## src/rtl/fpdl_fifo.sv

```systemverilog
// Small register FIFO used between front and back and on the result side.
module fpdl_fifo #(
    parameter type T = logic,
    parameter int DEPTH = 2
) (
    input  logic clk,
    input  logic rst_n,
    input  logic wr_en,
    input  T     wr_data,
    output logic full,
    input  logic rd_en,
    output T     rd_data,
    output logic empty
);

    localparam int AW = (DEPTH > 1) ? $clog2(DEPTH) : 1;
    localparam int CW = $clog2(DEPTH + 1);

    T             mem_reg [DEPTH];
    logic [AW-1:0] wr_ptr_reg, wr_ptr_next;
    logic [AW-1:0] rd_ptr_reg, rd_ptr_next;
    logic [CW-1:0] count_reg, count_next;
    logic          do_wr, do_rd;

    assign full    = (count_reg == CW'(DEPTH));
    assign empty   = (count_reg == '0);
    assign rd_data = mem_reg[rd_ptr_reg];
    assign do_wr   = wr_en && !full;
    assign do_rd   = rd_en && !empty;

    always_comb
    begin
        wr_ptr_next = wr_ptr_reg;
        rd_ptr_next = rd_ptr_reg;
        count_next  = count_reg;
        if (do_wr)
        begin
            wr_ptr_next = (wr_ptr_reg == AW'(DEPTH - 1)) ? '0 : wr_ptr_reg + AW'(1);
        end
        if (do_rd)
        begin
            rd_ptr_next = (rd_ptr_reg == AW'(DEPTH - 1)) ? '0 : rd_ptr_reg + AW'(1);
        end
        if (do_wr && !do_rd)
        begin
            count_next = count_reg + CW'(1);
        end
        else if (do_rd && !do_wr)
        begin
            count_next = count_reg - CW'(1);
        end
    end

    always_ff @(posedge clk or negedge rst_n)
    begin
        if (!rst_n)
        begin
            wr_ptr_reg <= '0;
            rd_ptr_reg <= '0;
            count_reg  <= '0;
        end
        else
        begin
            wr_ptr_reg <= wr_ptr_next;
            rd_ptr_reg <= rd_ptr_next;
            count_reg  <= count_next;
        end
    end

    always_ff @(posedge clk)
    begin
        if (do_wr)
        begin
            mem_reg[wr_ptr_reg] <= wr_data;
        end
    end

endmodule

```

## config.mk

```make
export PLATFORM = sky130hd
export DESIGN_NAME = fpdl_fifo
export DESIGN_NICKNAME = d
export VERILOG_FILES = /design/src/rtl/fpdl_fifo.sv
export SDC_FILE = /design/constraint.sdc
export NUM_CORES = 1
export LEC_CHECK = 0
export BUFFER_PORTS_ARGS = -buffer_cell sky130_fd_sc_hd__buf_2
export CAP_MARGIN = 20
export CELL_PAD_IN_SITES_DETAIL_PLACEMENT = 0
export CELL_PAD_IN_SITES_GLOBAL_PLACEMENT = 1
export CORE_AREA = 2 2 39 41
export CTS_CLUSTER_DIAMETER = 150
export DETAILED_ROUTE_END_ITERATION = 12
export DIE_AREA = 0 0 41 43
export PLACE_DENSITY_LB_ADDON = 0.1
export SETUP_SLACK_MARGIN = 0.5
export SLEW_MARGIN = 20
export SYNTH_ARGS = -nofsm -noshare
export SYNTH_HDL_FRONTEND = slang
export SYNTH_SLANG_ARGS = --single-unit
export TNS_END_PERCENT = 10
```

## constraint.sdc

```tcl
create_clock -name clk -period 4.15 [get_ports clk]
set_input_delay 0.415 -clock clk [delete_from_list [all_inputs] [get_ports clk]]
set_output_delay 0.415 -clock clk [all_outputs]
set_load 0.03 [all_outputs]
```

==> out/metrics.csv, run 1 <==
stage,metric,value,unit
yosys,"Seq/Total Area, Yosys",59.8,%
min_path,Hold WC Path Type,primary input to flip-flop,
cells_and_area,NumNets Final,41,
placed_design,post-place setup slack,2.66,ns
pwr,Worst VDD drop,0.165,mV
worst_setup_path,CP cell instances,nand2b_1 > inv_1 > buf_2,
worst_setup_path,Crit path max-delay family,flip-flops,
worst_setup_path,CP arrival,1.12,ns
die,DIE AREA,0.00176,mm²
worst_setup_path,worst-path fanout max,5,
placed_design,placed cell count,45,
yosys,Synth top cells by count,"4 x dfrtp_1, 3 x nor2_1, 3 x xnor2_1",
cells_and_area,fin cells,49,
die,Ports,8,
yosys,Synthesized Nets,28,
pwr,Pwr Density,807,mW/mm²
worst_setup_path,CP bufs+invs,2,
drt,Pre-Repair DR Iteration Count,3,
grt,first-pass GRT wire length,793,µm
grt,largest net degree at the start of global routing,6,
clock_network,"Reg clk slew, reported paths",0.05,ns
grt,gr usage total,7.38,%
drt,routed wire length per instance,9.51,µm
status,status,"complete, no violations",
yosys,post-synthesis async set-or-reset flop share,66.7,%
drt,Starting DRT DRC Count,2,
sta,Fin. Hold Viols,0,
worst_setup_path,CP startpoint kind,flip-flop,
die,core area,0.00138,mm²
yosys,Yosys top cell by area,dfrtp_1,
yosys,Synth top area share,37.4,%
clock_network,clk_lat worst skew,0.24,ns
cells_and_area,register area,160,µm²
cells_and_area,antenna cells,0,
grt,vias in the first global route,208,
clock_network,CTS H-tree lvls,1,
yosys,dominant synthesized flop cell,dfrtp_1,
cells_and_area,ratio of cells with drive above 1 in the final layout,33.3,%
yosys,synthesized area per cell,12.2,µm²
sta,Worst Tran Pin Value,0.236,ns
grt,initial antenna violation count,0,
sta,skew final,0.00355,ns
grt,grt ovf,0,
die,y dimension of the die,43,µm
yosys,Synth cell types,12,
yosys,most common cell in the synthesized netlist,dfrtp_1,
clock_network,Bufs on Longest Clock Path,2,
cells_and_area,area grow syn2layout,32.7,%
clock_network,setup bufs post-CTS,0,
sta,fin. max-slew vios,0,
sta,slack of the critical path,2.62,ns
clock_network,Sink Count,6,
drt,post-route DRC violation count,0,
yosys,cells after synthesis,22,
drt,antenna-violating nets left,0,
run,max_cap viols,0,
sta,RSZ-0062 raised after global routing,false,
worst_setup_path,Worst path slowest cell,dfrtp_1,
yosys,register bit count reported by yosys,6,
placed_design,Port Buffers,7,
placed_design,dpl hpwl,351,µm
die,Starting Density,19.3,%
drt,DR vias,184,
drt,Via density,3.76,
yosys,"top cells by area, synth","dfrtp_1 37%, edfxtp_1 22%, xnor2_1 9.8%",
pwr,leakage power,0.173,nW
cells_and_area,area of the multi-input gates,100,µm²
worst_setup_path,worst setup path category,flip-flop to output port,
clock_network,CTS tree,done,
clock_network,CTS root buffer,clkbuf_4,
sta,Peak Freq,0.653,GHz
die,die width,41,µm
yosys,Post-synth EDFFs,2,
sta,Setup TNS,0,ns
yosys,Syn. warnings,0,
worst_setup_path,CP Capture Type,output port,
clock_network,Inserted Clock Buffers,3,
sta,worst rel slew slack,84.2,%
placed_design,RePlAce Congestion,0.710,
worst_setup_path,"slowest stage delay, CP",0.43,ns
placed_design,placed cell area,323,µm²
cells_and_area,fillers,147,
sta,Final min period,1.53,ns
cells_and_area,design area,355,µm²
sta,final period utilization,36.9,%
sta,Final setup violation count,0,
drt,Post-Route WL,466,µm
die,row count,14,
yosys,Mapped Area,268,µm²
worst_setup_path,Worst EP required,3.73,ns
[metal layers]
layer	GRT usage [%]	vias to the layer above	share of wire, %
met5	0	-	0
met4	10.0	0	3.0
met3	1.57	2	6.0
met2	9.38	5	47
met1	8.22	85	44
li1	-	92	-
[logic make-up (layout without fill, tap and decap cells)]
logic type | after synthesis | after routing | synth area share [%]
flops | 6 | 6 | 59.8
mux | 1 | 1 | 4.21
compound gates | 1 | 1 | 1.87
buf+inv | 2 | 13 | 2.80
xor+xnor | 5 | 5 | 16.4
fa+ha+maj | 1 | 1 | 4.67
simple gates | 6 | 6 | 10.3
[per-stage QoR]
stage | power, mW | utilization (%) | hold slack (ns)
finish | 0.287 | 25.7 | 0.363
global route | 0.312 | 25.7 | 0.355
CTS | 0.292 | 25.7 | 0.357
detailed placement | 0.235 | 23.3 | 0.229
global placement | 0.234 | 23.3 | 0.232
floorplan | 0.205 | - | 0.119
[final timing paths]
| kind | from | end | slack (ns) | depth (start not counted) |
|---|---|---|---|---|
| min in group asynchronous | rst_n | count_reg[1] | 0.50 | 2 |
| setup / recovery | count_reg[0] | full | 2.62 | 3 |
| hold reg to reg | rd_ptr_reg | rd_ptr_reg | 0.48 | 1 |
| hold / removal | wr_data | mem_reg[1] | 0.36 | 1 |
| max in group asynchronous | rst_n | wr_ptr_reg | 3.52 | 2 |
| setup reg to reg | count_reg[0] | count_reg[1] | 2.66 | 6 |
[layout make-up]
| cell class | count | area share [%] |
|---|---|---|
| flip-flops and latches | 6 | 45.1 |
| multi-input cells | 14 | 28.2 |
| repair buffers | 8 | 12.7 |
| clock buffers | 3 | 6.34 |
| well taps | 16 | 5.63 |
| inverters | 2 | 2.11 |
[where the power goes]
| group | switching [mW] | internal, mW |
|---|---|---|
| registers | 0.0229 | 0.0889 |
| logic | 0.0678 | 0.0530 |
| clock network | 0.0215 | 0.0327 |
[worst register-to-register path: cells and delay by family, from the launching register on]
family / cells / cell delay (ns)
and+or+nand+nor: 3 / 0.48
buffers and inverters: 1 / 0.06
adders and majority gates: 1 / 0.30
xor gates and xnor gates: 1 / 0.15
DFF: 1 / 0.43
[cell usage in the layout, fill, tap and decap left out, drive strengths merged]
master,Yosys,final
o21ai,1,1
xnor2,3,3
and3,1,1
nor2,3,3
inv,2,2
mux2,1,1
clkbuf,0,3
nand2b,1,1
dfrtp,4,4
edfxtp,2,2
dlygate4sd3,0,1
xor2,2,2
nand2,1,1
buf,0,7
ha,1,1
[what timing repair did]
item / 4_1_cts / 5_1_grt
hold buffers: 1 / 0
hold endpoints to repair: 4 / 0
resized for setup: 0 / 0
No activity file was read; power rests on OpenSTA's default activity.
==> run 2: changes to the inputs <==
==> constraint.sdc (replaced) <==
create_clock -name clk -period 1.38 [get_ports clk]
set_input_delay 0.138 -clock clk [delete_from_list [all_inputs] [get_ports clk]]
set_output_delay 0.138 -clock clk [all_outputs]
set_load 0.03 [all_outputs]
==> out/metrics.csv, run 2 (synthesis gave the netlist of run 1 again) <==
stage,metric,value,unit,change
status,status,"complete, no violations",,unchanged
placed_design,post-place setup slack,0.0497,ns,was 2.66 ns
sta,Worst Tran Pin Value,0.185,ns,was 0.236 ns
drt,routed wire length per instance,9.81,µm,was 9.51 µm
sta,Final setup violation count,0,,unchanged
min_path,HP Start,wr_data,,unchanged
pwr,Total Power,1.08,mW,was 287 µW
die,Starting Density,19.3,%,unchanged
worst_setup_path,worst-path fanout max,4,,was 5
sta,Fin. Hold Viols,0,,unchanged
pwr,power share of the sequential group,33.6,%,was 39.0%
cells_and_area,area of the multi-input gates,143,µm²,was 100 µm²
sta,Peak Freq,0.761,GHz,
grt,first-pass GRT wire length,1000,µm,was 793 µm
placed_design,RePlAce Congestion,0.639,,was 0.710
pwr,Switching Fraction,37.4,%,was 39.1%
worst_setup_path,worst setup path category,flip-flop to flip-flop,,was flip-flop to output port
sta,worst rel slew slack,87.7,%,was 84.2%
clock_network,Inserted Clock Buffers,3,,unchanged
worst_setup_path,r2r setup slk,0.07,ns,was 2.66 ns
sta,final period utilization,95.3,%,
pwr,leakage power,0.203,nW,was 0.173 nW
cells_and_area,highest-count cells in the layout ignoring fill and taps,"4 x buf_2, 4 x buf_4, 3 x xnor2_1, 3 x clkbuf_4",,"was 7 x buf_2, 4 x dfrtp_1, 3 x nor2_1, 3 x xnor2_1, 3 x clkbuf_4"
sta,fin. max-slew vios,0,,unchanged
cells_and_area,ratio of cells with drive above 1 in the final layout,59.5,%,was 33.3%
cells_and_area,"Core Util, Final",31.9,%,was 25.7%
grt,largest net degree at the start of global routing,5,,was 6
pwr,Psw,403,µW,was 112 µW
worst_setup_path,CP Capture Type,flip-flop,,was output port
die,DIE AREA,0.00176,mm²,unchanged
sta,Final min period,1.31,ns,
pwr,Worst VDD drop,0.905,mV,was 0.165 mV
pwr,Clock power frac,16.3,%,was 18.9%
clock_network,"Reg clk slew, reported paths",0.05,ns,about the same
sta,slack of the critical path,0.0653,ns,was 2.62 ns
placed_design,placed cell area,355,µm²,was 323 µm²
worst_setup_path,worst flop-to-flop path endpoint,count_reg[1],,unchanged
die,core area,0.00138,mm²,unchanged
sta,RSZ-0062 raised after global routing,true,,was false
die,Ports,8,,unchanged
clock_network,CTS root buffer,clkbuf_4,,unchanged
drt,DR vias,202,,was 184
drt,antenna-violating nets left,0,,unchanged
clock_network,CTS H-tree lvls,1,,unchanged
worst_setup_path,worst r2r path cells,7,,was 6
clock_network,CTS tree,done,,unchanged
drt,Pre-Repair DR Iteration Count,2,,was 3
min_path,Cells on Worst Hold Path,1,,unchanged
sta,hold slack,0.0804,ns,was 0.363 ns
drt,post-route DRC violation count,0,,unchanged
min_path,Hold EP,mem_reg[1],,unchanged
min_path,Hold WC Path Type,primary input to flip-flop,,unchanged
drt,Via density,3.81,,was 3.76
sta,skew final,0.00381,ns,was 0.00355 ns
die,row count,14,,unchanged
grt,vias in the first global route,233,,was 208
pwr,Pwr Density,2440,mW/mm²,was 807 mW/mm²
worst_setup_path,CP arrival,1.48,ns,was 1.12 ns
cells_and_area,register area,163,µm²,was 160 µm²
run,max_cap viols,0,,unchanged
cells_and_area,design area,442,µm²,was 355 µm²
drt,Post-Route WL,520,µm,was 466 µm
clock_network,clk_lat worst skew,0.24,ns,about the same
die,die width,41,µm,unchanged
pwr,Internal,675,µW,was 175 µW
cells_and_area,fillers,154,,was 147
pwr,Logic pwr share,50.0,%,was 42.1%
die,y dimension of the die,43,µm,unchanged
cells_and_area,area grow syn2layout,65.0,%,was 32.7%
clock_network,Sink Count,6,,unchanged
grt,initial antenna violation count,0,,unchanged
worst_setup_path,Worst EP required,1.54,ns,was 3.73 ns
grt,grt ovf,0,,unchanged
cells_and_area,NumNets Final,44,,was 41
worst_setup_path,CP startpoint kind,flip-flop,,unchanged
placed_design,Port Buffers,7,,unchanged
cells_and_area,antenna cells,0,,unchanged
drt,Starting DRT DRC Count,1,,was 2
worst_setup_path,reg-to-reg startpoint,count_reg[0],,unchanged
grt,gr usage total,9.63,%,was 7.38%
clock_network,Bufs on Longest Clock Path,2,,unchanged
## run 2: cell types whose count changed in the layout (fill, tap and decap cells not counted), sizes merged
cell	change
clkbuf	+1
buf	+3
## run 2: worst max path at each step
stage                 start            to  slack [ns]  cells past startpoint
2_1_floorplan  count_reg[0]  count_reg[1]        0.09                      7
3_3_place_gp   count_reg[1]  count_reg[1]        0.06                      5
3_5_place_dp   count_reg[0]  count_reg[1]        0.05                      7
4_1_cts        count_reg[0]  count_reg[1]        0.05                      7
5_1_grt        count_reg[0]  count_reg[1]       -0.02                      7
6_report       count_reg[0]  count_reg[1]        0.07                      7
## run 2: power by group through the flow
stage          Combinational [mW]  Sequential, mW  Clock, mW
2_1_floorplan               0.327           0.333          0
3_3_place_gp                0.438           0.340          0
3_5_place_dp                0.444           0.342          0
4_1_cts                     0.486           0.344      0.186
5_1_grt                     0.596           0.375      0.205
6_report                    0.539           0.362      0.176
## run 2: area by class of cell
type	instances	share of cell area [%]
multi-input combinational	14	32.3
clock buffer	4	5.95
inverter	2	1.70
tap	16	4.53
timing repair buffer	11	18.7
sequential	6	36.8
## run 2: per-stage QoR
step	cells	setup TNS, ns
after floorplan	22	0
after global placement	47	0
after detailed placement	47	0
after CTS	53	0
after global routing	53	-0.0172
final	53	0
## run 2: critical path: stages, from the launching register on
cell,delay (ns)
dfrtp_2,0.43
nand2b_4,0.17
nand2_4,0.06
inv_2,0.04
ha_4,0.14
xor2_1,0.13
nor2_1,0.12
xor2_1,0.14
## run 2: layer usage
metal  up-vias  routed length (µm)  part of all wire, %  GRT usage, %
li1        100                   -                    -             -
met1        94                 224                   43          9.97
met2         6                 255                   49          11.9
met3         2                  12                  2.3          3.14
met4         0                  27                  5.2          14.0
met5         -                   0                    0             0
## run 2: repair_timing
item,4_1_cts,5_1_grt
endpoints found under the hold margin,4,0
pin swaps,2,2
hold buffers,1,0
buffers inserted,1,0
setup endpoints to repair,9,9
resized for setup,2,13
cloned,0,0
==> run 3: changes to the inputs <==
--- a/config.mk
+++ b/config.mk
@@ -5,7 +5,7 @@
 export SDC_FILE = /design/constraint.sdc
 export NUM_CORES = 1
 export LEC_CHECK = 0
-export BUFFER_PORTS_ARGS = -buffer_cell sky130_fd_sc_hd__buf_2
+export BUFFER_PORTS_ARGS = -buffer_cell sky130_fd_sc_hd__buf_4
 export CAP_MARGIN = 20
 export CELL_PAD_IN_SITES_DETAIL_PLACEMENT = 0
 export CELL_PAD_IN_SITES_GLOBAL_PLACEMENT = 1
==> out/metrics.csv, run 3 (synthesis gave the netlist of run 1 again) <==
stage,metric,value,unit,change
cells_and_area,NumNets Final,44,,unchanged
sta,Fin. Hold Viols,0,,unchanged
cells_and_area,area grow syn2layout,72.0,%,was 65.0%
drt,Post-Route WL,579,µm,was 520 µm
drt,Pre-Repair DR Iteration Count,1,,was 2
placed_design,RePlAce Congestion,0.642,,was 0.639
pwr,leakage power,0.214,nW,was 0.203 nW
min_path,Hold WC Path Type,primary input to flip-flop,,unchanged
grt,grt ovf,0,,unchanged
worst_setup_path,CP startpoint kind,flip-flop,,unchanged
die,die width,41,µm,unchanged
drt,routed wire length per instance,10.9,µm,was 9.81 µm
pwr,Internal,693,µW,was 675 µW
sta,final period utilization,94.6,%,was 95.3%
run,max_cap viols,0,,unchanged
sta,RSZ-0062 raised after global routing,true,,unchanged
clock_network,CTS H-tree lvls,1,,unchanged
clock_network,Bufs on Longest Clock Path,2,,unchanged
clock_network,clk_lat worst skew,0.24,ns,about the same
pwr,Worst VDD drop,0.650,mV,was 0.905 mV
worst_setup_path,CP startpoint,count_reg[1],,was count_reg[0]
die,Starting Density,19.3,%,unchanged
pwr,Psw,432,µW,was 403 µW
status,status,"complete, no violations",,unchanged
drt,post-route DRC violation count,0,,unchanged
clock_network,Sink Count,6,,unchanged
min_path,HP Start,wr_data,,unchanged
pwr,Logic pwr share,52.1,%,was 50.0%
cells_and_area,highest-count cells in the layout ignoring fill and taps,"8 x buf_4, 3 x clkbuf_4, 3 x dfrtp_1",,"was 4 x buf_2, 4 x buf_4, 3 x xnor2_1, 3 x clkbuf_4"
worst_setup_path,CP cell instances,o21ai_2 > ha_4 > xor2_1 > nor2_1 > xor2_1,,was nand2b_4 > nand2_4 > inv_2 > ha_4 > xor2_1 > nor2_1 > xor2_1
die,core area,0.00138,mm²,unchanged
die,DIE AREA,0.00176,mm²,unchanged
grt,gr usage total,7.68,%,was 9.63%
clock_network,CTS root buffer,clkbuf_4,,unchanged
drt,Via density,3.74,,was 3.81
sta,skew final,0.00435,ns,was 0.00381 ns
worst_setup_path,Worst EP required,1.50,ns,was 1.54 ns
worst_setup_path,worst setup path category,flip-flop to flip-flop,,unchanged
drt,Starting DRT DRC Count,0,,was 1
cells_and_area,ratio of cells with drive above 1 in the final layout,59.5,%,unchanged
placed_design,Port Buffers,7,,unchanged
grt,vias in the first global route,210,,was 233
sta,Peak Freq,0.766,GHz,was 0.761 GHz
sta,Worst Tran Pin Value,0.211,ns,was 0.185 ns
cells_and_area,antenna cells,0,,unchanged
die,Ports,8,,unchanged
sta,worst rel slew slack,85.9,%,was 87.7%
clock_network,CTS tree,done,,unchanged
grt,largest net degree at the start of global routing,5,,unchanged
worst_setup_path,"slowest stage delay, CP",0.44,ns,was 0.43 ns
worst_setup_path,worst-path fanout max,4,,unchanged
worst_setup_path,crit-path most repeated cell,xor2_1,,unchanged
worst_setup_path,Worst path slowest cell,dfrtp_2,,unchanged
worst_setup_path,CP Capture Type,flip-flop,,unchanged
sta,Final min period,1.31,ns,about the same
pwr,Switching Fraction,38.4,%,was 37.4%
grt,first-pass GRT wire length,869,µm,was 1000 µm
die,row count,14,,unchanged
sta,fin. max-slew vios,0,,unchanged
cells_and_area,"Core Util, Final",33.3,%,was 31.9%
grt,initial antenna violation count,0,,unchanged
worst_setup_path,CP arrival,1.43,ns,was 1.48 ns
worst_setup_path,reg-to-reg startpoint,count_reg[1],,was count_reg[0]
clock_network,Inserted Clock Buffers,3,,unchanged
drt,antenna-violating nets left,0,,unchanged
die,y dimension of the die,43,µm,unchanged
sta,Final setup violation count,0,,unchanged
pwr,Pwr Density,2440,mW/mm²,about the same
cells_and_area,"most common cell after layout, fill and taps aside",buf_4,,
drt,DR vias,198,,was 202
pwr,power share of the sequential group,31.9,%,was 33.6%
clock_network,"Reg clk slew, reported paths",0.05,ns,about the same
pwr,Total Power,1.12,mW,was 1.08 mW
pwr,Clock power frac,16.0,%,was 16.3%
-- run 3: cell counts in the layout (fill, tap and decap cells not counted) --
No cell type changed its count.
-- run 3: layer usage --
layer  global-route usage, %  part of all wire (%)
met1                    8.85                    45
met2                    11.6                    52
met3                       0                   2.9
met4                    8.00                     0
met5                       0                     0
-- run 3: cell type report --
class / instances / area, µm²
timing repair buffer: 11 / 92.6
tap: 16 / 20.0
multi-input combinational: 14 / 150
clock buffer: 4 / 26.3
inverter: 2 / 10.0
fill: 148 / 923
sequential: 6 / 161
-- run 3: what timing repair did --
action | CTS | global route
resized for setup | 2 | 8
hold buffers | 1 | 0
setup buffers | 1 | 0
setup endpoints to repair | 8 | 9
endpoints found under the hold margin | 4 | 0
pin swaps | 2 | 1
-- run 3: stage by stage --
step / cell area, µm² / TNS, ns / instances / hold WS, ns / setup slack [ns]
3_5_place_dp: 373 / 0 / 47 / -0.0564 / 0.0594
2_1_floorplan: 285 / 0 / 22 / -0.158 / 0.0950
4_1_cts: 430 / 0 / 53 / 0.0695 / 0.0791
3_3_place_gp: 373 / 0 / 47 / -0.0593 / 0.0711
6_report: 460 / 0 / 53 / 0.0748 / 0.0744
5_1_grt: 460 / -0.00890 / 53 / 0.0759 / -0.00890
-- run 3: worst paths after layout --
check                               end  slack, ns  cells past startpoint
max                        count_reg[1]       0.07                      5
min                          mem_reg[1]       0.07                      1
max reg2reg                count_reg[1]       0.07                      5
min reg2reg                  rd_ptr_reg       0.52                      1
max in group asynchronous  count_reg[1]       1.03                      2
min in group asynchronous    wr_ptr_reg       0.23                      2
-- run 3: worst max-delay path: cells and delay by family, from the launching register on --
kind,cells,cell delay (ns)
adder cells (fa/ha/maj),1,0.16
AO/OA/AOI/OAI,1,0.22
flip-flops,1,0.44
AND/OR/NAND/NOR,1,0.07
XOR/XNOR,2,0.29
-- run 3: power by group through the flow --
stage	logic [mW]	clock network, mW	registers [mW]
2_1_floorplan	0.327	0	0.333
3_3_place_gp	0.476	0	0.333
3_5_place_dp	0.484	0	0.340
4_1_cts	0.526	0.184	0.343
5_1_grt	0.629	0.190	0.368
6_report	0.586	0.180	0.358
