File: config.mk
export PLATFORM = sky130hd
export DESIGN_NAME = fpdl_front
export DESIGN_NICKNAME = d
export VERILOG_FILES = /design/src/rtl/fpdl_pkg.sv /design/src/rtl/fpdl_front.sv
export SDC_FILE = /design/constraint.sdc
export NUM_CORES = 1
export LEC_CHECK = 0
export BUFFER_PORTS_ARGS = -buffer_cell sky130_fd_sc_hd__buf_2
export CORE_MARGIN = 3
export CORE_UTILIZATION = 30
export DETAILED_ROUTE_END_ITERATION = 10
export HOLD_SLACK_MARGIN = 0.02
export PLACE_DENSITY = 0.89
export REMOVE_ABC_BUFFERS = 1
export SLEW_MARGIN = 20
export SYNTH_ARGS = -nofsm -noshare
export SYNTH_HDL_FRONTEND = slang
export SYNTH_SLANG_ARGS = --single-unit
File: constraint.sdc
create_clock -name clk -period 6 [get_ports clk]
set_clock_uncertainty 0.05 [all_clocks]
set_input_delay 0.9 -clock clk [delete_from_list [all_inputs] [get_ports clk]]
set_output_delay 0.9 -clock clk [all_outputs]
set_load 0.1 [all_outputs]
File: src/rtl/fpdl_pkg.sv
// Shared types and constants for the fixed-point dense layer.
package fpdl_pkg;

    // Index fields in the command word cover both size parameters up to 64.
    localparam int IDX_W = 6;
    localparam int DATA_W = 32;
    localparam int CFG_IDX_W = 8;
    localparam int CFG_DATA_W = 32;

    // Configuration register indexes
    localparam logic [CFG_IDX_W-1:0] CFG_INPUT_LENGTH  = 8'd0;
    localparam logic [CFG_IDX_W-1:0] CFG_OUTPUT_LENGTH = 8'd1;
    localparam logic [CFG_IDX_W-1:0] CFG_BIAS_ENABLE   = 8'd2;
    localparam logic [CFG_IDX_W-1:0] CFG_FRACTION_BITS = 8'd3;

    // Request opcodes
    typedef enum logic [1:0] {
        OP_LOAD_WEIGHT = 2'd0,
        OP_LOAD_BIAS   = 2'd1,
        OP_DATA        = 2'd2
    } op_t;

    typedef enum logic [1:0] {
        CMD_WEIGHT = 2'd0,
        CMD_BIAS   = 2'd1,
        CMD_DATA   = 2'd2
    } cmd_kind_t;

    // Classified request handed from the front end to the back end.
    // For data requests, row holds the element position within the row.
    typedef struct packed {
        cmd_kind_t          kind;
        logic [IDX_W-1:0]   row;
        logic [IDX_W-1:0]   feat;
        logic [DATA_W-1:0]  value;
        logic               final_row;
        logic               first;
        logic               row_end;
    } cmd_t;

    typedef struct packed {
        logic [DATA_W-1:0]  result;
        logic [3:0]         feature_index;
        logic               last_of_row;
        logic               sequence_end;
    } res_t;

    typedef enum logic [2:0] {
        BK_IDLE,
        BK_MAC,
        BK_DRAIN,
        BK_EMIT_RD,
        BK_EMIT_PUSH
    } bk_state_t;

endpackage

File: src/rtl/fpdl_front.sv
// Front end: accepts requests, drops invalid ones, tracks position in the row.
module fpdl_front #(
    parameter int IN_MAX = 16,
    parameter int OUT_MAX = 16,
    localparam int IL_W = ($clog2(IN_MAX + 1) > 5) ? $clog2(IN_MAX + 1) : 5
) (
    input  logic                          clk,
    input  logic                          rst_n,
    input  logic                          push,
    input  logic [1:0]                    op,
    input  logic [3:0]                    weight_row,
    input  logic [3:0]                    feature_sel,
    input  logic [fpdl_pkg::DATA_W-1:0]   value,
    input  logic                          final_row,
    input  logic [IL_W-1:0]               ilen,
    input  logic                          q_full,
    output logic                          q_push,
    output fpdl_pkg::cmd_t                q_cmd
);

    localparam int CNT_W = (IN_MAX > 1) ? $clog2(IN_MAX) : 1;

    logic [CNT_W-1:0] cnt_reg, cnt_next;
    logic [IL_W-1:0]  cnt_inc;
    logic             accept;
    logic             row_end;

    assign accept  = push && !q_full;
    assign cnt_inc = IL_W'(cnt_reg) + IL_W'(1);
    assign row_end = (cnt_inc >= ilen);

    always_comb
    begin
        q_push          = 1'b0;
        cnt_next        = cnt_reg;
        q_cmd.kind      = fpdl_pkg::CMD_DATA;
        q_cmd.row       = fpdl_pkg::IDX_W'(weight_row);
        q_cmd.feat      = fpdl_pkg::IDX_W'(feature_sel);
        q_cmd.value     = value;
        q_cmd.final_row = final_row;
        q_cmd.first     = (cnt_reg == '0);
        q_cmd.row_end   = row_end;
        case (op)
            fpdl_pkg::OP_LOAD_WEIGHT:
            begin
                q_cmd.kind = fpdl_pkg::CMD_WEIGHT;
                q_push = accept && ({28'd0, weight_row} < 32'(IN_MAX))
                                && ({28'd0, feature_sel} < 32'(OUT_MAX));
            end
            fpdl_pkg::OP_LOAD_BIAS:
            begin
                q_cmd.kind = fpdl_pkg::CMD_BIAS;
                q_push = accept && ({28'd0, feature_sel} < 32'(OUT_MAX));
            end
            fpdl_pkg::OP_DATA:
            begin
                q_cmd.kind = fpdl_pkg::CMD_DATA;
                q_cmd.row  = fpdl_pkg::IDX_W'(cnt_reg);
                q_push     = accept;
                if (accept)
                begin
                    cnt_next = row_end ? '0 : cnt_inc[CNT_W-1:0];
                end
            end
            default:
            begin
                q_push = 1'b0;
            end
        endcase
    end

    always_ff @(posedge clk or negedge rst_n)
    begin
        if (!rst_n)
        begin
            cnt_reg <= '0;
        end
        else
        begin
            cnt_reg <= cnt_next;
        end
    end

endmodule

==> results of run 1 <==
## cell families (layout without fill, tap and decap cells)
group                      count (synthesis)  in the layout  synth area share
buffers and inverters                     53             34             0.451
and+or+nand+nor                           17             17             0.123
AOI/OAI and AO/OA                         13             13             0.134
adders and majority gates                  7              7             0.110
DFF                                        4              4             0.126
xor gates and xnor gates                   2              2            0.0221
muxes                                      2              2            0.0284
other                                      1              4           0.00473
## worst max-delay path, stage by stage
cell                        delay [ns]
sky130_fd_sc_hd__buf_2            0.10
sky130_fd_sc_hd__ha_1             0.28
sky130_fd_sc_hd__nand2b_4         0.15
sky130_fd_sc_hd__a2111oi_4        0.40
sky130_fd_sc_hd__o21ai_1          0.17
sky130_fd_sc_hd__buf_2            0.32
## power groups by stage
stage / logic [mW] / registers (mW) / clock network [mW]
global placement: 0.208 / 0.0515 / 0
CTS: 0.211 / 0.0513 / 0.0345
finish: 0.208 / 0.0513 / 0.0323
global route: 0.225 / 0.0529 / 0.0364
floorplan: 0.178 / 0.0478 / 0
detailed placement: 0.210 / 0.0516 / 0
## layout make-up
class / count / area [um2]
Clock buffer: 3 / 22.5
Timing Repair Buffer: 23 / 115
Sequential cell: 4 / 100
Inverter: 8 / 30.0
Tap cell: 30 / 37.5
Multi-Input combinational cell: 45 / 347
Fill cell: 271 / 1850
## path summary, 6_finish.rpt
kind	end	cells past startpoint	startpoint	slack [ns]
min	cnt_reg[0]$_DFFE_PN0P_	1	rst_n	0.41
max reg2reg	cnt_reg[1]$_DFFE_PN0P_	6	cnt_reg[0]$_DFFE_PN0P_	4.03
min reg2reg	cnt_reg[0]$_DFFE_PN0P_	1	cnt_reg[0]$_DFFE_PN0P_	0.53
min in group clk	cnt_reg[0]$_DFFE_PN0P_	1	cnt_reg[0]$_DFFE_PN0P_	0.53
max in group asynchronous	cnt_reg[2]$_DFFE_PN0P_	1	rst_n	5.37
max	q_cmd[0]	6	ilen[0]	2.74
## layer usage
layer  GRT usage  up-vias  wire [um]
met5           0        -          0
li1            -      239          -
met3       0.229        0        774
met4      0.0397        0          0
met1       0.148      222        826
met2       0.156       59        889
## through the flow
step	area, um2	cells
floorplan	477	57
global placement	629	110
detailed placement	629	110
CTS	652	113
global route	652	113
finish	652	113
## cells in the final DEF (no fill, tap or decap), drive strengths merged
cell type | netlist | final
buf | 43 | 23
o21ai | 7 | 7
nand2b | 4 | 4
or2 | 1 | 1
conb | 1 | 4
a21oi | 1 | 1
inv | 8 | 8
o22ai | 1 | 1
nor2 | 1 | 1
nand2 | 6 | 6
xnor2 | 1 | 1
and3 | 1 | 1
xor2 | 1 | 1
nor3b | 2 | 2
nand3 | 1 | 1
o211ai | 2 | 2
ha | 7 | 7
a2111oi | 1 | 1
dfrtp | 4 | 4
nor2b | 1 | 1
mux2 | 2 | 2
clkbuf | 2 | 3
o21a | 1 | 1
==> impl_metrics.env, run 1 <==
export IMPL_synth_edf_count=0
export IMPL_drive_gt1_frac=0.386
export IMPL_dieHeight_um=57.4
export IMPL_crit_path_max_fanout=3
export IMPL_internal_power_mw=0.125
export IMPL_synthTopCellsByCount="sky130_fd_sc_hd__buf_4 (42), sky130_fd_sc_hd__inv_1 (8), sky130_fd_sc_hd__ha_1 (7), sky130_fd_sc_hd__nand2_1 (6)"
export IMPL_crit_path_end_kind="primary output"
export IMPL_outcome="finished clean"
export IMPL_die_area_um2=3300
export IMPL_largest_register_ff_count=4
export IMPL_syn_mean_instance_area_um2=8.01
export IMPL_synthesis_area_um2=793
export IMPL_finalWorstPathRequiredPeriod_ns=3.26
export IMPL_route_final_wire_length_um=2490
export IMPL_max_freq_mhz=307
export IMPL_timing_hold_worst_class="in2async"
export IMPL_finish_net_count=144
export IMPL_start_kind="primary input"
export IMPL_design_core_area_um2=2500
export IMPL_ant_nets=0
export IMPL_ys_ff_latch=4
export IMPL_drt_pass1_iterations=2
export IMPL_gate_count_post_synth=99
export IMPL_rsz0062_at_grt="no"
export IMPL_power_per_cell_area_nw_per_um2=448
export IMPL_antenna_cells=0
export IMPL_htree_num_levels=1
export IMPL_power_ir_vdd_worst_v=0.000212
export IMPL_async_flop_share=1.00
export IMPL_yosysSeqAreaShare=0.126
export IMPL_postLayoutSetupSlackWorst_ns=2.74
export IMPL_library_cell_used_as_clock_root_buffer="sky130_fd_sc_hd__clkbuf_4"
export IMPL_pin_count_of_the_biggest_net_entering_global_routing=9
export IMPL_post_route_drc_count=0
export IMPL_setup_total_negative_slack_ns=0
export IMPL_drt_iter0_markers=7
export IMPL_placementRows=18
export IMPL_worstPathArrival_ns=2.31
export IMPL_power_share_combinational=0.713
export IMPL_worstSkewPairLatency_ns=0.23
export IMPL_synth_warning_count=0
export IMPL_final_hold_viol_count=0
export IMPL_preCtsSetupSlack_ns=2.75
export IMPL_maximum_number_of_buffers_from_clock_root_to_sink=2
export IMPL_timing_final_max_slew_violations=0
export IMPL_synth_top_area_share=0.397
export IMPL_p_leak_nw=0.344
export IMPL_finalCoreUtilization=0.261
export IMPL_finalPower_mw=0.292
export IMPL_synth_cell_type_count=26
export IMPL_timing_worst_setup_path_type="in2out"
export IMPL_hold_buffers=0
export IMPL_seq_power_share=0.176
export IMPL_synthDominantAreaCellType="sky130_fd_sc_hd__buf_4"
export IMPL_area_delta_synth_final_pct=-17.8
export IMPL_gpl_final_weighted_congestion=0.807
export IMPL_synth_flop_cell="sky130_fd_sc_hd__dfrtp_1"
export IMPL_post_cts_setup_buffers=0
export IMPL_layout_worst_path_cycle_share=0.543
export IMPL_initial_cell_density_of_the_core=0.317
export IMPL_cts_num_sinks=4
export IMPL_grt_antenna_before_repair=0
export IMPL_whs_ns=0.413
export IMPL_vias=520
export IMPL_pin_count=102
export IMPL_power_switching_fraction=0.573
export IMPL_synth_area_leaders="sky130_fd_sc_hd__buf_4 (40%), sky130_fd_sc_hd__dfrtp_1 (13%), sky130_fd_sc_hd__ha_1 (11%), sky130_fd_sc_hd__inv_1 (3.8%), sky130_fd_sc_hd__a2111oi_4 (3.5%)"
export IMPL_yosysMostFrequentCell="sky130_fd_sc_hd__buf_4"
export IMPL_globalRouteTotalUtil=0.147
export IMPL_cts_tree="built"
export IMPL_detailed_place_hpwl_um=2280
export IMPL_drt_wirelength_per_cell_um=22.0
export IMPL_io_buffers=23
export IMPL_numCtsBuffers=3
export IMPL_max_cap_viol_count=0
export IMPL_cts_repair_resize_count=0
export IMPL_share_clk_of_total_power=0.111
export IMPL_first_global_vias=490
export IMPL_die_width_um=57.4
export IMPL_timing_final_setup_violations=0
export IMPL_wire_length_of_the_first_global_routing_pass_um=3170
export IMPL_routed_via_density=4.60
export IMPL_power_net_switching_mw=0.167
export IMPL_grt_ovfl_total=0
export IMPL_clk_pin_slew_ns=0.04
export IMPL_critPathRequiredTime_ns=5.05
No activity file was read; power rests on OpenSTA's default activity.
==> run 2, diff against run 1 <==
Settings changed: ABC_AREA set to 1, CORE_UTILIZATION 30 to 29.
Clock period 6 ns to 2.9 ns, I/O delays scaled along.
==> impl_metrics.env, run 2 <==
export IMPL_outcome="finished clean"
export IMPL_synthDominantAreaCellType="sky130_fd_sc_hd__buf_4"
export IMPL_first_global_vias=530
export IMPL_cts_num_sinks=4
export IMPL_mostFrequentLayoutCells="sky130_fd_sc_hd__nand2_1 (29), sky130_fd_sc_hd__buf_2 (23), sky130_fd_sc_hd__inv_1 (16)"
export IMPL_synth_cell_type_count=20
export IMPL_finalPower_mw=0.622
export IMPL_pin_count=102
export IMPL_area_delta_synth_final_pct=-15.9
export IMPL_final_hold_viol_count=0
export IMPL_gpl_final_weighted_congestion=0.857
export IMPL_mostFrequentLayoutCell="sky130_fd_sc_hd__nand2_1"
export IMPL_synth_warning_count=0
export IMPL_ys_ff_latch=4
export IMPL_gate_count_post_synth=124
export IMPL_max_freq_mhz=372
export IMPL_final_area_um2=676
export IMPL_setup_worst_path_start="cnt_reg[0]$_DFFE_PN0P_"
export IMPL_crit_path_end_kind="primary output"
export IMPL_finalCoreUtilization=0.265
export IMPL_routed_via_density=4.34
export IMPL_async_flop_share=1.00
export IMPL_route_final_wire_length_um=2380
export IMPL_globalRoute_busiestLayer="met3"
export IMPL_reg2reg_setup_slack_ns=1.04
export IMPL_htree_num_levels=1
export IMPL_power_per_cell_area_nw_per_um2=921
export IMPL_yosysMostFrequentCell="sky130_fd_sc_hd__buf_4"
export IMPL_rsz0062_at_grt="no"
export IMPL_setup_total_negative_slack_ns=0
export IMPL_power_ir_vdd_worst_v=0.000378
export IMPL_synth_flop_cell="sky130_fd_sc_hd__dfrtp_1"
export IMPL_post_route_drc_count=0
export IMPL_layout_worst_path_cycle_share=0.928
export IMPL_placementRows=18
export IMPL_grt_met1_usage=0.126
export IMPL_synth_top_area_share=0.393
export IMPL_timing_final_setup_violations=0
export IMPL_drt_iter0_markers=4
export IMPL_syn_mean_instance_area_um2=6.48
export IMPL_finish_net_count=171
export IMPL_worstSkewPairLatency_ns=0.23
export IMPL_crit_path_max_fanout=6
export IMPL_library_cell_used_as_clock_root_buffer="sky130_fd_sc_hd__clkbuf_4"
export IMPL_timing_final_max_slew_violations=0
export IMPL_number_of_placed_cells_counting_well_taps=136
export IMPL_synthesis_area_um2=803
export IMPL_clk_pin_slew_ns=0.04
export IMPL_start_kind="flip-flop"
export IMPL_placedInstanceArea_um2=643
export IMPL_die_area_um2=3440
export IMPL_numCtsBuffers=3
export IMPL_maximum_number_of_buffers_from_clock_root_to_sink=2
export IMPL_finalWorstPathRequiredPeriod_ns=2.69
export IMPL_largest_register_ff_count=4
export IMPL_grt_antenna_before_repair=0
export IMPL_synthTopCellsByCount="sky130_fd_sc_hd__buf_4 (42), sky130_fd_sc_hd__nand2_1 (29), sky130_fd_sc_hd__inv_1 (16), sky130_fd_sc_hd__nor2_1 (9), sky130_fd_sc_hd__ha_1 (7)"
export IMPL_ant_nets=0
export IMPL_antenna_cells=0
export IMPL_globalRouteTotalUtil=0.138
export IMPL_source_of_the_worst_register_to_register_timing_path="cnt_reg[0]$_DFFE_PN0P_"
export IMPL_timing_worst_setup_path_type="reg2out"
export IMPL_dieHeight_um=58.6
export IMPL_vias=608
export IMPL_drive_gt1_frac=0.282
export IMPL_initial_cell_density_of_the_core=0.316
export IMPL_cts_tree="built"
export IMPL_yosysSeqAreaShare=0.125
export IMPL_wire_length_of_the_first_global_routing_pass_um=3150
export IMPL_cts_repair_resize_count=0
export IMPL_design_core_area_um2=2540
export IMPL_io_buffers=23
export IMPL_synth_area_leaders="sky130_fd_sc_hd__buf_4 (39%), sky130_fd_sc_hd__nand2_1 (14%), sky130_fd_sc_hd__dfrtp_1 (12%), sky130_fd_sc_hd__ha_1 (11%), sky130_fd_sc_hd__inv_1 (7.5%)"
export IMPL_use_met2=0.158
export IMPL_drt_wirelength_per_cell_um=17.0
export IMPL_timing_critical_path_to="q_cmd[0]"
export IMPL_grt_ovfl_total=0
export IMPL_worstPathArrival_ns=2.20
export IMPL_timing_hold_worst_class="reg2reg"
export IMPL_pin_count_of_the_biggest_net_entering_global_routing=8
export IMPL_drt_pass1_iterations=2
export IMPL_synth_edf_count=0
export IMPL_worstRegToRegCells=11
export IMPL_critPathRequiredTime_ns=2.41
export IMPL_detailed_place_hpwl_um=2170
export IMPL_fin_cells=140
export IMPL_die_width_um=58.6
export IMPL_max_cap_viol_count=0
export IMPL_p_leak_nw=0.452
export IMPL_globalRouteMet3Util=0.211
export IMPL_rr_endpoint="cnt_reg[2]$_DFFE_PN0P_"
-- run 2: changes by cell type after synthesis, moves of 3 or more --
cell	delta
sky130_fd_sc_hd__nand2_1	+23
sky130_fd_sc_hd__inv_1	+8
sky130_fd_sc_hd__nor2_1	+8
sky130_fd_sc_hd__o21ai_1	-4
sky130_fd_sc_hd__nand2b_1	-3
-- run 2: stage by stage --
stage | setup WS (ns) | hold slack [ns]
final | 0.210 | 0.457
after global routing | 0.0221 | 0.481
after CTS | 0.183 | 0.462
after detailed placement | 0.454 | 0.194
after global placement | 0.519 | 0.190
after floorplan | -0.256 | 0.0894
-- run 2: worst min path at each step --
stage,to,cells after the start,startpoint,slack [ns]
detailed placement,cnt_reg[2]$_DFFE_PN0P_,1,rst_n,0.19
global route,cnt_reg[3]$_DFFE_PN0P_,2,cnt_reg[3]$_DFFE_PN0P_,0.48
CTS,cnt_reg[3]$_DFFE_PN0P_,2,cnt_reg[3]$_DFFE_PN0P_,0.46
global placement,cnt_reg[2]$_DFFE_PN0P_,1,rst_n,0.19
floorplan,cnt_reg[0]$_DFFE_PN0P_,0,rst_n,0.09
finish,cnt_reg[3]$_DFFE_PN0P_,2,cnt_reg[3]$_DFFE_PN0P_,0.46
-- run 2: per-layer routing --
metal	share of wire	vias up
li1	-	293
met1	0.32	250
met2	0.36	63
met3	0.32	2
met4	0.0088	0
met5	0	-
-- run 2: area by class of cell --
cell class	count	area, um2
Sequential cell	4	100
Timing Repair Buffer	24	125
Clock buffer	3	22.5
Multi-Input combinational cell	61	322
Fill cell	304	1870
Inverter	18	68.8
Tap cell	30	37.5
-- run 2: critical path, stage by stage, from the launching register on --
cell                      delay [ns]
sky130_fd_sc_hd__dfrtp_1        0.43
sky130_fd_sc_hd__ha_1           0.25
sky130_fd_sc_hd__xnor2_1        0.18
sky130_fd_sc_hd__inv_1          0.06
sky130_fd_sc_hd__ha_1           0.29
sky130_fd_sc_hd__nand3_1        0.08
sky130_fd_sc_hd__nor2_1         0.13
sky130_fd_sc_hd__nor2_2         0.08
sky130_fd_sc_hd__inv_1          0.05
sky130_fd_sc_hd__buf_2          0.41
-- run 2: cell families (layout without fill, tap and decap cells) --
kind of cell / Yosys count / in the layout / share of synthesized area
flip-flops: 4 / 4 / 0.125
buffers and inverters: 62 / 45 / 0.489
adder cells (fa/ha/maj): 7 / 7 / 0.109
AND/OR/NAND/NOR: 44 / 44 / 0.227
XOR/XNOR: 1 / 1 / 0.0109
AO/OA/AOI/OAI: 5 / 5 / 0.0343
other: 1 / 4 / 0.00467
-- run 2: power breakdown --
group | switching, mW | internal [mW]
clock network | 0.0219 | 0.0462
logic | 0.344 | 0.102
registers | 0.0312 | 0.0773
total | 0.397 | 0.225
-- run 2: repair_timing --
action	in CTS	in global routing
setup buffers	0	0
hold endpoints to repair	4	0
setup endpoints to repair	0	0
hold buffers	1	0
==> run 3, diff against run 2 <==
Settings changed: PLACE_DENSITY 0.89 to 0.77, SLEW_MARGIN 20 to not set.
==> impl_metrics.env, run 3 (synthesis gave the netlist of run 2 again) <==
export IMPL_finish_net_count=171
export IMPL_power_share_combinational=0.717
export IMPL_pin_count_of_the_biggest_net_entering_global_routing=8
export IMPL_grt_ovfl_total=0
export IMPL_holdPathEnd="cnt_reg[3]$_DFFE_PN0P_"
export IMPL_share_clk_of_total_power=0.108
export IMPL_start_kind="flip-flop"
export IMPL_rr_endpoint="cnt_reg[3]$_DFFE_PN0P_"
export IMPL_n_fill_cell=302
export IMPL_number_of_placed_cells_counting_well_taps=136
export IMPL_timing_final_setup_violations=0
export IMPL_power_net_switching_mw=0.396
export IMPL_htree_num_levels=1
export IMPL_ant_nets=0
export IMPL_worstRegToRegCells=11
export IMPL_power_switching_fraction=0.638
export IMPL_largest_register_ff_count=4
export IMPL_final_hold_viol_count=0
export IMPL_drt_pass1_iterations=4
export IMPL_clk_pin_slew_ns=0.04
export IMPL_cts_num_sinks=4
export IMPL_placementRows=18
export IMPL_layout_worst_path_cycle_share=0.924
export IMPL_design_core_area_um2=2540
export IMPL_crit_path_max_fanout=6
export IMPL_gpl_final_weighted_congestion=0.786
export IMPL_hold_buffers=1
export IMPL_maximum_number_of_buffers_from_clock_root_to_sink=2
export IMPL_fin_cells=140
export IMPL_finalWorstPathRequiredPeriod_ns=2.68
export IMPL_globalRouteTotalUtil=0.146
export IMPL_crit_path_end_kind="primary output"
export IMPL_reg2reg_setup_slack_ns=1.01
export IMPL_area_delta_synth_final_pct=-15.9
export IMPL_initial_cell_density_of_the_core=0.316
export IMPL_power_ir_vdd_worst_v=0.000506
export IMPL_routed_via_density=4.49
export IMPL_drt_wirelength_per_cell_um=18.0
export IMPL_max_freq_mhz=373
export IMPL_mostFrequentLayoutCells="sky130_fd_sc_hd__nand2_1 (29), sky130_fd_sc_hd__buf_2 (23), sky130_fd_sc_hd__inv_1 (16)"
export IMPL_seq_power_share=0.175
export IMPL_vias=628
export IMPL_cts_repair_resize_count=0
export IMPL_cts_tree="built"
export IMPL_library_cell_used_as_clock_root_buffer="sky130_fd_sc_hd__clkbuf_4"
export IMPL_finalCoreUtilization=0.265
export IMPL_finalPower_mw=0.621
export IMPL_power_per_cell_area_nw_per_um2=920
export IMPL_dieHeight_um=58.6
export IMPL_post_cts_setup_buffers=0
export IMPL_preCtsSetupSlack_ns=0.461
export IMPL_min_delay_start="cnt_reg[3]$_DFFE_PN0P_"
export IMPL_worstPathArrival_ns=2.19
export IMPL_maximum_single_stage_delay_on_the_critical_path_ns=0.43
export IMPL_die_width_um=58.6
export IMPL_pin_count=102
export IMPL_grt_antenna_before_repair=0
export IMPL_rsz0062_at_grt="no"
export IMPL_cp_cell_sequence="ha_1 > xnor2_1 > inv_1 > ha_1 > nand2_1 > nand2_1 > nand2_1 > nand2_1 > nor2_2 > inv_1 > buf_2"
export IMPL_first_global_vias=513
export IMPL_route_final_wire_length_um=2520
export IMPL_numCtsBuffers=3
export IMPL_timing_worst_setup_path_type="reg2out"
export IMPL_critPathRequiredTime_ns=2.41
export IMPL_detailed_place_hpwl_um=2290
export IMPL_postLayoutSetupSlackWorst_ns=0.222
export IMPL_path_common_cell="sky130_fd_sc_hd__nand2_1"
export IMPL_timing_hold_worst_class="reg2reg"
export IMPL_source_of_the_worst_register_to_register_timing_path="cnt_reg[0]$_DFFE_PN0P_"
export IMPL_io_buffers=23
export IMPL_post_route_drc_count=0
export IMPL_hold_path_depth=2
export IMPL_whs_ns=0.471
export IMPL_internal_power_mw=0.225
export IMPL_p_leak_nw=0.452
export IMPL_antenna_cells=0
export IMPL_worstSkewPairLatency_ns=0.23
export IMPL_drive_gt1_frac=0.282
export IMPL_outcome="finished clean"
export IMPL_timing_final_max_slew_violations=0
export IMPL_wire_length_of_the_first_global_routing_pass_um=3350
export IMPL_die_area_um2=3440
export IMPL_mostFrequentLayoutCell="sky130_fd_sc_hd__nand2_1"
export IMPL_worst_path_max_delay_cell="sky130_fd_sc_hd__dfrtp_1"
export IMPL_drt_iter0_markers=8
export IMPL_max_cap_viol_count=0
-- run 3: cell counts in the layout (fill, tap and decap cells not counted) --
No cell type changed its count.
-- run 3: area by class of cell --
class	instances	area, um2	share of cell area
inverter	18	68.8	0.102
multi-input combinational	61	322	0.476
sequential	4	100	0.148
timing repair buffer	24	125	0.185
tap	30	37.5	0.0556
clock buffer	3	22.5	0.0333
-- run 3: per-layer routing --
metal	up-vias	track usage	part of all wire
met4	0	0.0291	0.0052
met2	70	0.163	0.36
met5	-	0	0
met1	261	0.151	0.33
met3	2	0.215	0.31
li1	295	-	-
-- run 3: power groups by stage --
| stage | clock (mW) | sequential (mW) | combinational (mW) |
|---|---|---|---|
| final | 0.0671 | 0.109 | 0.446 |
| after global routing | 0.0790 | 0.113 | 0.490 |
| after CTS | 0.0712 | 0.108 | 0.451 |
| after detailed placement | 0 | 0.109 | 0.449 |
| after global placement | 0 | 0.106 | 0.442 |
| after floorplan | 0 | 0.101 | 0.374 |
-- run 3: critical path: cells and delay by family (launching register included) --
kind	cells	cell delay, ns
xor gates and xnor gates	1	0.20
adders and majority gates	2	0.53
buffers and inverters	3	0.52
DFF	1	0.43
and+or+nand+nor	5	0.28
-- run 3: through the flow --
| stage | TNS (ns) | instance area, um2 |
|---|---|---|
| floorplan | -0.511 | 490 |
| global placement | 0 | 643 |
| detailed placement | 0 | 643 |
| CTS | 0 | 676 |
| global route | 0 | 676 |
| finish | 0 | 676 |
-- run 3: how the worst max path moves through the flow --
stage                                 startpoint        end
final                     cnt_reg[0]$_DFFE_PN0P_   q_cmd[0]
after global routing      cnt_reg[0]$_DFFE_PN0P_   q_cmd[0]
after CTS                 cnt_reg[0]$_DFFE_PN0P_   q_cmd[0]
after detailed placement  cnt_reg[0]$_DFFE_PN0P_   q_cmd[0]
after global placement    cnt_reg[0]$_DFFE_PN0P_   q_cmd[0]
after floorplan                            op[0]  q_cmd[42]
